<file path="src/rtl/hilbert_2d_index_to_address_unit_macros.svh">
// Assertion macros for the Hilbert index-to-address unit.
// Included by the RTL file that carries concurrent checks; expects clock and reset in scope.
`ifndef HILBERT_2D_INDEX_TO_ADDRESS_UNIT_MACROS_SVH
`define HILBERT_2D_INDEX_TO_ADDRESS_UNIT_MACROS_SVH

// Same-cycle implication, disabled while in reset.
`define HIL_ASSERT_IMP(label, ante, cons) \
   label: assert property (@(posedge clock) disable iff (reset) (ante) |-> (cons)) \
      else $error("hilbert unit check failed");

// Next-cycle implication, disabled while in reset.
`define HIL_ASSERT_NXT(label, ante, cons) \
   label: assert property (@(posedge clock) disable iff (reset) (ante) |=> (cons)) \
      else $error("hilbert unit check failed");

`endif

</file>
<file path="src/rtl/hil2d_pkg.sv">
// Shared types and constants for the Hilbert index-to-address unit.
// No dependencies.
package hil2d_pkg;

   localparam int POS_W    = 24;
   localparam int COORD_W  = 12;
   localparam int ADDR_W   = 28;
   localparam int ORDER_W  = 5;   // effective order, holds up to 31
   localparam int CSR_IDX_W  = 2;
   localparam int CSR_DATA_W = 16;
   localparam int STRIDE_W   = 16;
   localparam int CORD_REG_W = 4;

   localparam logic [CSR_IDX_W-1:0] CSR_CURVE_ORDER = 2'd0;
   localparam logic [CSR_IDX_W-1:0] CSR_ROW_STRIDE  = 2'd1;

   localparam logic [CORD_REG_W-1:0] CURVE_ORDER_RESET = 4'd4;
   localparam logic [STRIDE_W-1:0]   ROW_STRIDE_RESET  = 16'd16;

   // Side data carried down the cell chain with each transaction.
   typedef struct packed {
      logic [POS_W-1:0] pos;
      logic             oor;
   } hil2d_meta_type;

endpackage

</file>
<file path="src/rtl/hil2d_cell.sv">
// One recursion level of the Hilbert d2xy walk as a registered pipeline cell.
// Depends on hil2d_pkg.
module hil2d_cell
   import hil2d_pkg::*;
#(
   parameter int LEVEL = 0,
   parameter int CW    = 12
) (
   input  logic                clock,
   input  logic                reset,
   input  logic [ORDER_W-1:0]  order_eff,
   input  logic                up_valid,
   output logic                up_ready,
   input  hil2d_meta_type      up_meta,
   input  logic [CW-1:0]       up_x,
   input  logic [CW-1:0]       up_y,
   output logic                dn_valid,
   input  logic                dn_ready,
   output hil2d_meta_type      dn_meta,
   output logic [CW-1:0]       dn_x,
   output logic [CW-1:0]       dn_y
);

   localparam logic [CW-1:0] LOW_MASK = CW'((1 << LEVEL) - 1);
   localparam logic [CW-1:0] LVL_BIT  = CW'(1) << LEVEL;

   logic           valid_ff;
   hil2d_meta_type meta_ff;
   logic [CW-1:0]  x_ff, y_ff, x_in, y_in;
   logic [1:0]     tb;
   logic           rx, ry, active;
   logic [CW-1:0]  xa, ya;

   assign active = ORDER_W'(LEVEL) < order_eff;

   always_comb begin
      tb = 2'(up_meta.pos >> (2 * LEVEL));
      rx = tb[1];
      ry = tb[0] ^ tb[1];
      xa = up_x;
      ya = up_y;
      if (rx) begin
         xa = up_x ^ LOW_MASK;
         ya = up_y ^ LOW_MASK;
      end
      if (active) begin
         if (!ry) begin
            x_in = ya;
            y_in = xa;
         end else begin
            x_in = up_x;
            y_in = up_y;
         end
         if (rx) x_in = x_in | LVL_BIT;
         if (ry) y_in = y_in | LVL_BIT;
      end else begin
         x_in = up_x;
         y_in = up_y;
      end
   end

   assign up_ready = !valid_ff || dn_ready;

   always_ff @(posedge clock) begin
      if (reset) begin
         valid_ff <= 1'b0;
      end else if (up_ready) begin
         valid_ff <= up_valid;
      end
   end

   always_ff @(posedge clock) begin
      if (up_ready) begin
         meta_ff <= up_meta;
         x_ff    <= x_in;
         y_ff    <= y_in;
      end
   end

   assign dn_valid = valid_ff;
   assign dn_meta  = meta_ff;
   assign dn_x     = x_ff;
   assign dn_y     = y_ff;

endmodule

</file>
<file path="src/rtl/hil2d_addr_stage.sv">
// Output stage: exchanges axes, forms x + stride*y and holds the result transaction.
// Depends on hil2d_pkg and the assertion macro header.
`include "hilbert_2d_index_to_address_unit_macros.svh"
module hil2d_addr_stage
   import hil2d_pkg::*;
#(
   parameter int CW = 12
) (
   input  logic                clock,
   input  logic                reset,
   input  logic [STRIDE_W-1:0] row_stride,
   input  logic                up_valid,
   output logic                up_ready,
   input  hil2d_meta_type      up_meta,
   input  logic [CW-1:0]       up_x,
   input  logic [CW-1:0]       up_y,
   output logic                rsp_valid,
   input  logic                rsp_ready,
   output logic [POS_W-1:0]    rsp_position_echo,
   output logic [COORD_W-1:0]  rsp_x_coord,
   output logic [COORD_W-1:0]  rsp_y_coord,
   output logic [ADDR_W-1:0]   rsp_linear_address,
   output logic                rsp_out_of_range
);

   logic                valid_ff;
   logic [POS_W-1:0]    pos_ff;
   logic [COORD_W-1:0]  x_ff, y_ff, x_in, y_in;
   logic [ADDR_W-1:0]   addr_ff, addr_in;
   logic                oor_ff;

   // walk's second coordinate is the column, first is the row
   always_comb begin
      if (up_meta.oor) begin
         x_in    = '0;
         y_in    = '0;
         addr_in = '0;
      end else begin
         x_in    = COORD_W'(up_y);
         y_in    = COORD_W'(up_x);
         // operands widened first so the product keeps all 28 bits
         addr_in = ADDR_W'(row_stride) * ADDR_W'(y_in) + ADDR_W'(x_in);
      end
   end

   assign up_ready = !valid_ff || rsp_ready;

   always_ff @(posedge clock) begin
      if (reset) begin
         valid_ff <= 1'b0;
      end else if (up_ready) begin
         valid_ff <= up_valid;
      end
   end

   always_ff @(posedge clock) begin
      if (up_ready) begin
         pos_ff  <= up_meta.pos;
         oor_ff  <= up_meta.oor;
         x_ff    <= x_in;
         y_ff    <= y_in;
         addr_ff <= addr_in;
      end
   end

   assign rsp_valid          = valid_ff;
   assign rsp_position_echo  = pos_ff;
   assign rsp_x_coord        = x_ff;
   assign rsp_y_coord        = y_ff;
   assign rsp_linear_address = addr_ff;
   assign rsp_out_of_range   = oor_ff;

   `HIL_ASSERT_IMP(a_oor_zero, rsp_valid && rsp_out_of_range,
      rsp_x_coord == '0 && rsp_y_coord == '0 && rsp_linear_address == '0)
   `HIL_ASSERT_IMP(a_addr_ge_x, rsp_valid, rsp_linear_address >= ADDR_W'(rsp_x_coord))
   `HIL_ASSERT_IMP(a_row0_addr, rsp_valid && rsp_y_coord == '0,
      rsp_linear_address == ADDR_W'(rsp_x_coord))

endmodule

</file>
<file path="src/rtl/hilbert_2d_index_to_address_unit.sv">
// Top level of the Hilbert index-to-address unit: CSRs, range check and the cell chain.
// Depends on hil2d_pkg, hil2d_cell and hil2d_addr_stage.

// Maps a position along a 2D Hilbert curve of order curve_order (grid side
// 2^order) to the visited cell's column, row and row-major address
// x + row_stride*y. Order 1 visits (0,0),(1,0),(1,1),(0,1). Positions at or
// beyond 4^order return out_of_range = 1 with all coordinates zero; orders
// above MAX_ORDER saturate to MAX_ORDER. Throughput is one transaction per
// clock unless the output stalls. The pipeline is a chain of MAX_ORDER cells,
// one per recursion level, each resolving two position bits and registering
// the partial coordinates, followed by one stage holding the 16x12 stride
// multiply, the address add and the result register. Each stage has its own
// valid bit and the ready chain lets bubbles close up, so a stalled result
// does not block transactions still moving through emptier stages.
// CSRs are a plain write port (index 0 = curve_order, 1 = row_stride, other
// indexes ignored) and should be written only while no transaction is in
// flight; the cells read the live order.
module hilbert_2d_index_to_address_unit
   import hil2d_pkg::*;
#(
   parameter int MAX_ORDER = 12
) (
   input  logic                  clock,
   input  logic                  reset,
   input  logic                  csr_write_enable,
   input  logic [CSR_IDX_W-1:0]  csr_index,
   input  logic [CSR_DATA_W-1:0] csr_write_data,
   input  logic                  req_valid,
   output logic                  req_ready,
   input  logic [POS_W-1:0]      req_position,
   output logic                  rsp_valid,
   input  logic                  rsp_ready,
   output logic [POS_W-1:0]      rsp_position_echo,
   output logic [COORD_W-1:0]    rsp_x_coord,
   output logic [COORD_W-1:0]    rsp_y_coord,
   output logic [ADDR_W-1:0]     rsp_linear_address,
   output logic                  rsp_out_of_range
);

   localparam int CW = MAX_ORDER;   // internal coordinate width

   logic [CORD_REG_W-1:0] csr_curve_order_ff;
   logic [STRIDE_W-1:0]   csr_row_stride_ff;
   logic [ORDER_W-1:0]    ord_wide, order_eff;

   // CSR write port, no read-back
   always_ff @(posedge clock) begin
      if (reset) begin
         csr_curve_order_ff <= CURVE_ORDER_RESET;
         csr_row_stride_ff  <= ROW_STRIDE_RESET;
      end else if (csr_write_enable) begin
         unique case (csr_index)
            CSR_CURVE_ORDER: csr_curve_order_ff <= CORD_REG_W'(csr_write_data);
            CSR_ROW_STRIDE:  csr_row_stride_ff  <= STRIDE_W'(csr_write_data);
            default: ;
         endcase
      end
   end

   // saturate order to the number of cells built
   assign ord_wide  = ORDER_W'(csr_curve_order_ff);
   assign order_eff = (ord_wide > ORDER_W'(MAX_ORDER)) ? ORDER_W'(MAX_ORDER) : ord_wide;

   // chain buses: index k feeds cell k, index MAX_ORDER feeds the output stage
   logic           ch_valid [MAX_ORDER+1];
   logic           ch_ready [MAX_ORDER+1];
   hil2d_meta_type ch_meta  [MAX_ORDER+1];
   logic [CW-1:0]  ch_x     [MAX_ORDER+1];
   logic [CW-1:0]  ch_y     [MAX_ORDER+1];

   // out of range when any bit at or above 2*order is set
   assign ch_valid[0]     = req_valid;
   assign req_ready       = ch_ready[0];
   assign ch_meta[0].pos  = req_position;
   assign ch_meta[0].oor  = (req_position >> {order_eff, 1'b0}) != '0;
   assign ch_x[0]         = '0;
   assign ch_y[0]         = '0;

   for (genvar k = 0; k < MAX_ORDER; k++) begin : g_cell
      hil2d_cell #(
         .LEVEL (k),
         .CW    (CW)
      ) u_cell (
         .clock     (clock),
         .reset     (reset),
         .order_eff (order_eff),
         .up_valid  (ch_valid[k]),
         .up_ready  (ch_ready[k]),
         .up_meta   (ch_meta[k]),
         .up_x      (ch_x[k]),
         .up_y      (ch_y[k]),
         .dn_valid  (ch_valid[k+1]),
         .dn_ready  (ch_ready[k+1]),
         .dn_meta   (ch_meta[k+1]),
         .dn_x      (ch_x[k+1]),
         .dn_y      (ch_y[k+1])
      );
   end

   hil2d_addr_stage #(
      .CW (CW)
   ) u_addr (
      .clock              (clock),
      .reset              (reset),
      .row_stride         (csr_row_stride_ff),
      .up_valid           (ch_valid[MAX_ORDER]),
      .up_ready           (ch_ready[MAX_ORDER]),
      .up_meta            (ch_meta[MAX_ORDER]),
      .up_x               (ch_x[MAX_ORDER]),
      .up_y               (ch_y[MAX_ORDER]),
      .rsp_valid          (rsp_valid),
      .rsp_ready          (rsp_ready),
      .rsp_position_echo  (rsp_position_echo),
      .rsp_x_coord        (rsp_x_coord),
      .rsp_y_coord        (rsp_y_coord),
      .rsp_linear_address (rsp_linear_address),
      .rsp_out_of_range   (rsp_out_of_range)
   );

endmodule
</file>
<file path="config.mk">
export PLATFORM = sky130hd
export DESIGN_NAME = hilbert_2d_index_to_address_unit
export DESIGN_NICKNAME = d
export VERILOG_FILES = /design/src/rtl/hil2d_pkg.sv /design/src/rtl/hil2d_cell.sv /design/src/rtl/hil2d_addr_stage.sv /design/src/rtl/hilbert_2d_index_to_address_unit.sv
export VERILOG_INCLUDE_DIRS = /design/src /design/src/rtl
export SDC_FILE = /design/constraint.sdc
export NUM_CORES = 1
export LEC_CHECK = 0
export BUFFER_PORTS_ARGS = -buffer_cell sky130_fd_sc_hd__buf_2
export CORE_ASPECT_RATIO = 1.1
export CORE_MARGIN = 1
export CORE_UTILIZATION = 52
export CTS_CLUSTER_DIAMETER = 120
export CTS_CLUSTER_SIZE = 20
export DETAILED_ROUTE_END_ITERATION = 8
export GPL_ROUTABILITY_DRIVEN = 0
export PLACE_DENSITY_LB_ADDON = 0.12
export SYNTH_ARGS = -nofsm -noshare
export SYNTH_HDL_FRONTEND = slang
export SYNTH_HIERARCHICAL = 1
export SYNTH_SLANG_ARGS = --single-unit
</file>
<file path="constraint.sdc">
create_clock -name clock -period 31.4 [get_ports clock]
set_input_delay 6.28 -clock clock [delete_from_list [all_inputs] [get_ports clock]]
set_output_delay 6.28 -clock clock [all_outputs]
set_load 0.03 [all_outputs]
</file>
# Word level (Yosys, flattened, before mapping)
# Index checks and enable logic that the tools add are counted.
# op_classes
n_lt_le_gt_ge	13
addsub	1
n_eq_ne	1
mul	1
n_reduce_logical	30
muxes	91
bitwise_logic	34
shifts	1
# ops
operator	count
12-bit 2-to-1 mux	42
11-bit 2-to-1 mux	4
10-bit 2-to-1 mux	4
9-bit 2-to-1 mux	4
8-bit 2-to-1 mux	4
28-bit by 12-bit adder with 28-bit output	1
16-bit by 12-bit multiplier with 28-bit output	1
7-bit 2-to-1 mux	4
6-bit 2-to-1 mux	4
24-bit nonzero test	1
24-bit by 5-bit right shift with 24-bit output	1
11-bit inverter	2
4-bit 2-to-1 mux	5
5-bit 2-to-1 mux	4
10-bit inverter	2
9-bit inverter	2
3-bit by 4-bit less-than comparator with 1-bit output (first input constant)	4
4-bit less-than comparator (first input constant)	4
8-bit inverter	2
7-bit inverter	2
1-bit zero test	13
1-bit logical OR	13
2-bit 2-to-1 mux	6
3-bit 2-to-1 mux	4
14 further kinds	39
# word_totals
wordCells	240
out_inout_bits	79
reg_bits	676

# Longest topological paths before layout
# logic_depth
depth_word	14
ltp_mapped	20

# Modules after synthesis
# The synthesis kept the hierarchy.
# modules_own_cells
mod	seq_area_each_um2	cells_per_inst	area_each_um2	instances
hil2d_addr_stage	2332.2	958	9489.1	1
hil2d_cell at g_cell[10].u_cell	1491.4	216	2768.9	1
hil2d_cell at g_cell[9].u_cell	1491.4	215	2630.0	1
hil2d_cell at g_cell[8].u_cell	1491.4	186	2528.7	1
hil2d_cell at g_cell[5].u_cell	1491.4	144	2174.6	1
hil2d_cell at g_cell[11].u_cell	1491.4	113	2168.3	1
hil2d_cell at g_cell[4].u_cell	1491.4	127	2145.8	1
hil2d_cell at g_cell[6].u_cell	1491.4	133	2053.2	1
hil2d_cell at g_cell[2].u_cell	1491.4	110	2015.7	1
hil2d_cell at g_cell[7].u_cell	1491.4	129	2011.9	1
hil2d_cell at g_cell[1].u_cell	1491.4	100	1991.9	1
hil2d_cell at g_cell[3].u_cell	1491.4	104	1973.1	1
hil2d_cell at g_cell[0].u_cell	1491.4	89	1940.6	1
hilbert_2d_index_to_address_unit	400.4	116	917.1	1

# Least setup slack after synthesis
# No wires, ideal clock.
# synth_timing
path_kind	in2out
start	input port rsp_ready
end	output port req_ready
arrival_ns	25.130
cell_stages	13
setup_slack_ns	-0.010
path_buffers	0
t_required_ns	25.120
cell_sequence	nand2b_1 -> nand2b_1 -> nand2b_1 -> nand2b_1 -> nand2b_1 -> nand2b_1 -> nand2b_1 -> nand2b_1 -> nand2b_1 -> nand2b_1 -> nand2b_1 -> nand2b_1 -> nand2b_1
# synth_lines
element	line_no	source
start, declared	hilbert_2d_index_to_address_unit.sv:32	input logic rsp_ready,
end, declared	hilbert_2d_index_to_address_unit.sv:29	output logic req_ready,

==> run summary <==
WL met3 = 2.17 mm
DRT Pass-1 Iters = 6
Synth area leader = edfxtp_1
Ratio of cells with drive above 1 in the final layout = 15.3%
CP Data Required Time = 25120 ps
Synthesized cell area = 36800 um2
Drt total wl = 67.5 mm
Count leader, synth = edfxtp_1
Worst path slowest cell = buf_4
Number of max-cap violations = 0
First-pass GRT wire length = 109 mm
Data arrival time at the worst-slack endpoint = 14320 ps
Initial antenna violation count = 2
Warnings, synthesis = 6
Sequential area share after synthesis = 56.0%
Worst Skew = 23.8 ps
Port Buffers = 125
Vias in the first global route = 21500
Yosys reg bits = 698
Mean Syn Cell Area = 13.4 um2
Area share of and/or/nand/nor cells after synthesis = 12.2%
Worst-margin pin slew = 1190 ps
RSZ-0062 raised after global routing = false
PostCTS Resize Cnt = 0
Largest family of logic cells by synthesized area = simple AND/OR/NAND/NOR gates
DR iter-0 viols = 1153
IO Pins = 126
WL/cell = 17.8 um
Num CTS Buffers = 41
Critical Path End Type = output port
Main synth FF type = edfxtp_1
Met2 WL = 37.8 mm
Root buffer cell = clkbuf_16
XOR/XNOR Fraction of Synth Area = 1.09%
Worst setup margin = 10800 ps
Post-route DRC = 0
Compound-Gate Fraction of Synth Area = 8.12%
Vias = 21100
Synth cell types = 91
DIE AREA = 71900 um2
Final Max Tran Viols = 0
Power density over the cells = 64.2 nW/um2
Slowest Stage Delay on Critical Path = 520 ps
Post-Place Setup Slack = 10550 ps
Largest net degree at the start of global routing = 66
Final setup violation count = 0
Crit-path most repeated cell = nand2b_2
CTS Hold Bufs = 0
Total track usage = 18.9%
Hold/Removal Path Class = reg2reg
Setup repair bufs after CTS = 0
Vias/cell = 5.55
Met1 wire length = 25.3 mm
Setup TNS = 0 ps
Clk sink count = 698
Die span in x = 256 um
DR top layer = met4
Core Util, Final = 56.6%
Outcome = complete, no violations
Htree depth = 2
Final nets = 3119
Initial core utilization = 53.0%
Asr flop ratio synth = 0%
Worst slew margin relative to its limit = 20.7%
CTS max path bufs = 3
CTS tree = done
Post-route ant nets = 0
Cells after synthesis = 2740
Clk pin slew, worst setup/hold paths = 70 ps
Mux share of post-synthesis cell area = 6.77%
CP Max Fanout = 51
F_max = 48.5 MHz
Worst VDD drop = 0.0437 mV
Final min period = 20600 ps
Hold_ws = 420 ps
HPWL Detailed = 49.1 mm
Hold Violations, Final = 0
Adder-Cell Fraction of Synth Area = 10.8%
Congestion Overflow GR = 0
N_diodes = 0
Area delta synth->final = 6.96%
Core Region = 69500 um2
Most frequent cells after synthesis = edfxtp_1, inv_1, nand2_1
Ranking of synthesized cells by area = edfxtp_1, fa_1, mux2_4, ha_1, inv_1
Clk_lat worst skew = 600 ps
CP startpoint kind = input pin
Die height = 281 um
Pleak = 15.6 nW
Post-route clock period utilization = 65.6%
Synth top area share = 54.3%
CP Class = in2out
Post-synth EDFFs = 665
Row count = 101
## layout make-up
class | instances | area, um2
inverter | 233 | 875
sequential | 698 | 20600
fill | 5594 | 30100
timing repair buffer | 158 | 873
clock buffer | 61 | 1100
multi-input combinational | 1712 | 14700
clock inverter | 5 | 80.1
tap | 927 | 1160
## through the flow
step	instances	power (mW)	cell area, um2
global placement	3728	1.99	38200
detailed placement	3728	2.02	38200
floorplan	2807	1.83	37100
finish	3794	2.53	39400
global route	3794	2.69	39400
CTS	3794	2.55	39400
## metal layers
metal / vias up / GRT usage [%]
met5: - / 0
met4: 0 / 7.06
met2: 388 / 37.6
met3: 124 / 2.10
met1: 10500 / 20.2
li1: 10000 / -
## logic make-up (layout without fill, tap and decap cells)
logic type	after synthesis	count (layout)
flip-flops	698	698
buffers and inverters	397	457
AND/OR/NAND/NOR	798	798
XOR/XNOR	44	44
AO/OA/AOI/OAI	382	382
multiplexers	192	192
adder cells (fa/ha/maj)	228	228
other	1	68
## worst paths after layout
| kind | startpoint | to | slack, ps | cells after the start |
|---|---|---|---|---|
| worst max-delay path | rsp_ready | req_ready | 10800 | 25 |
| worst max register to register | u_addr/rsp_valid | g_cell[0].u_cell/dn_y[11] | 23090 | 23 |
| worst min register to register | g_cell[1].u_cell/dn_meta[1] | g_cell[2].u_cell/dn_meta[1] | 420 | 0 |
| worst min-delay path | g_cell[1].u_cell/dn_meta[1] | g_cell[2].u_cell/dn_meta[1] | 420 | 0 |
## state kept, by name, indices dropped and copies added, names as in the netlist, 16 cells and up
signal / count
csr_row_stride_ff: 16
g_cell.u_cell/dn_meta: 300
g_cell.u_cell/dn_x: 144
g_cell.u_cell/dn_y: 144
u_addr/rsp_linear_address: 28
u_addr/rsp_position_echo: 24
## worst max-delay path, delay by kind of cell
kind / cells / cell delay (ps)
buffers and inverters: 12 / 5250
and+or+nand+nor: 13 / 2660
## power by group
group	switching [mW]	leakage, nW	total, mW	internal, mW
Clock	0.289	0.564	0.536	0.248
Sequential	0.121	7.33	1.30	1.18
Combinational	0.377	7.74	0.686	0.309
## placed cells by master (no fill, tap or decap), types with 10 or more instances in the layout
master,count
nand3b_1,75
clkbuf_1,20
mux2i_1,29
mux2_4,98
mux2_1,27
nor3_1,31
nand2_1,191
a211oi_2,13
or3_1,41
ha_1,77
nor2_1,130
nand2b_2,12
clkbuf_16,41
inv_1,233
fa_1,151
a21o_1,12
nand3_1,31
edfxtp_1,665
conb_1,68
nor2b_1,36
buf_4,33
o31ai_1,38
a211oi_1,37
and2_1,97
dfxtp_1,33
buf_2,125
a22o_1,18
a211o_1,40
o21ai_0,10
a21oi_1,76
nor4_1,44
o22a_1,15
o311ai_1,33
xor2_1,33
mux2_2,38
or3b_2,23
o22ai_1,19
or3b_1,31
Note: power is estimated with default switching activity, not from simulation.
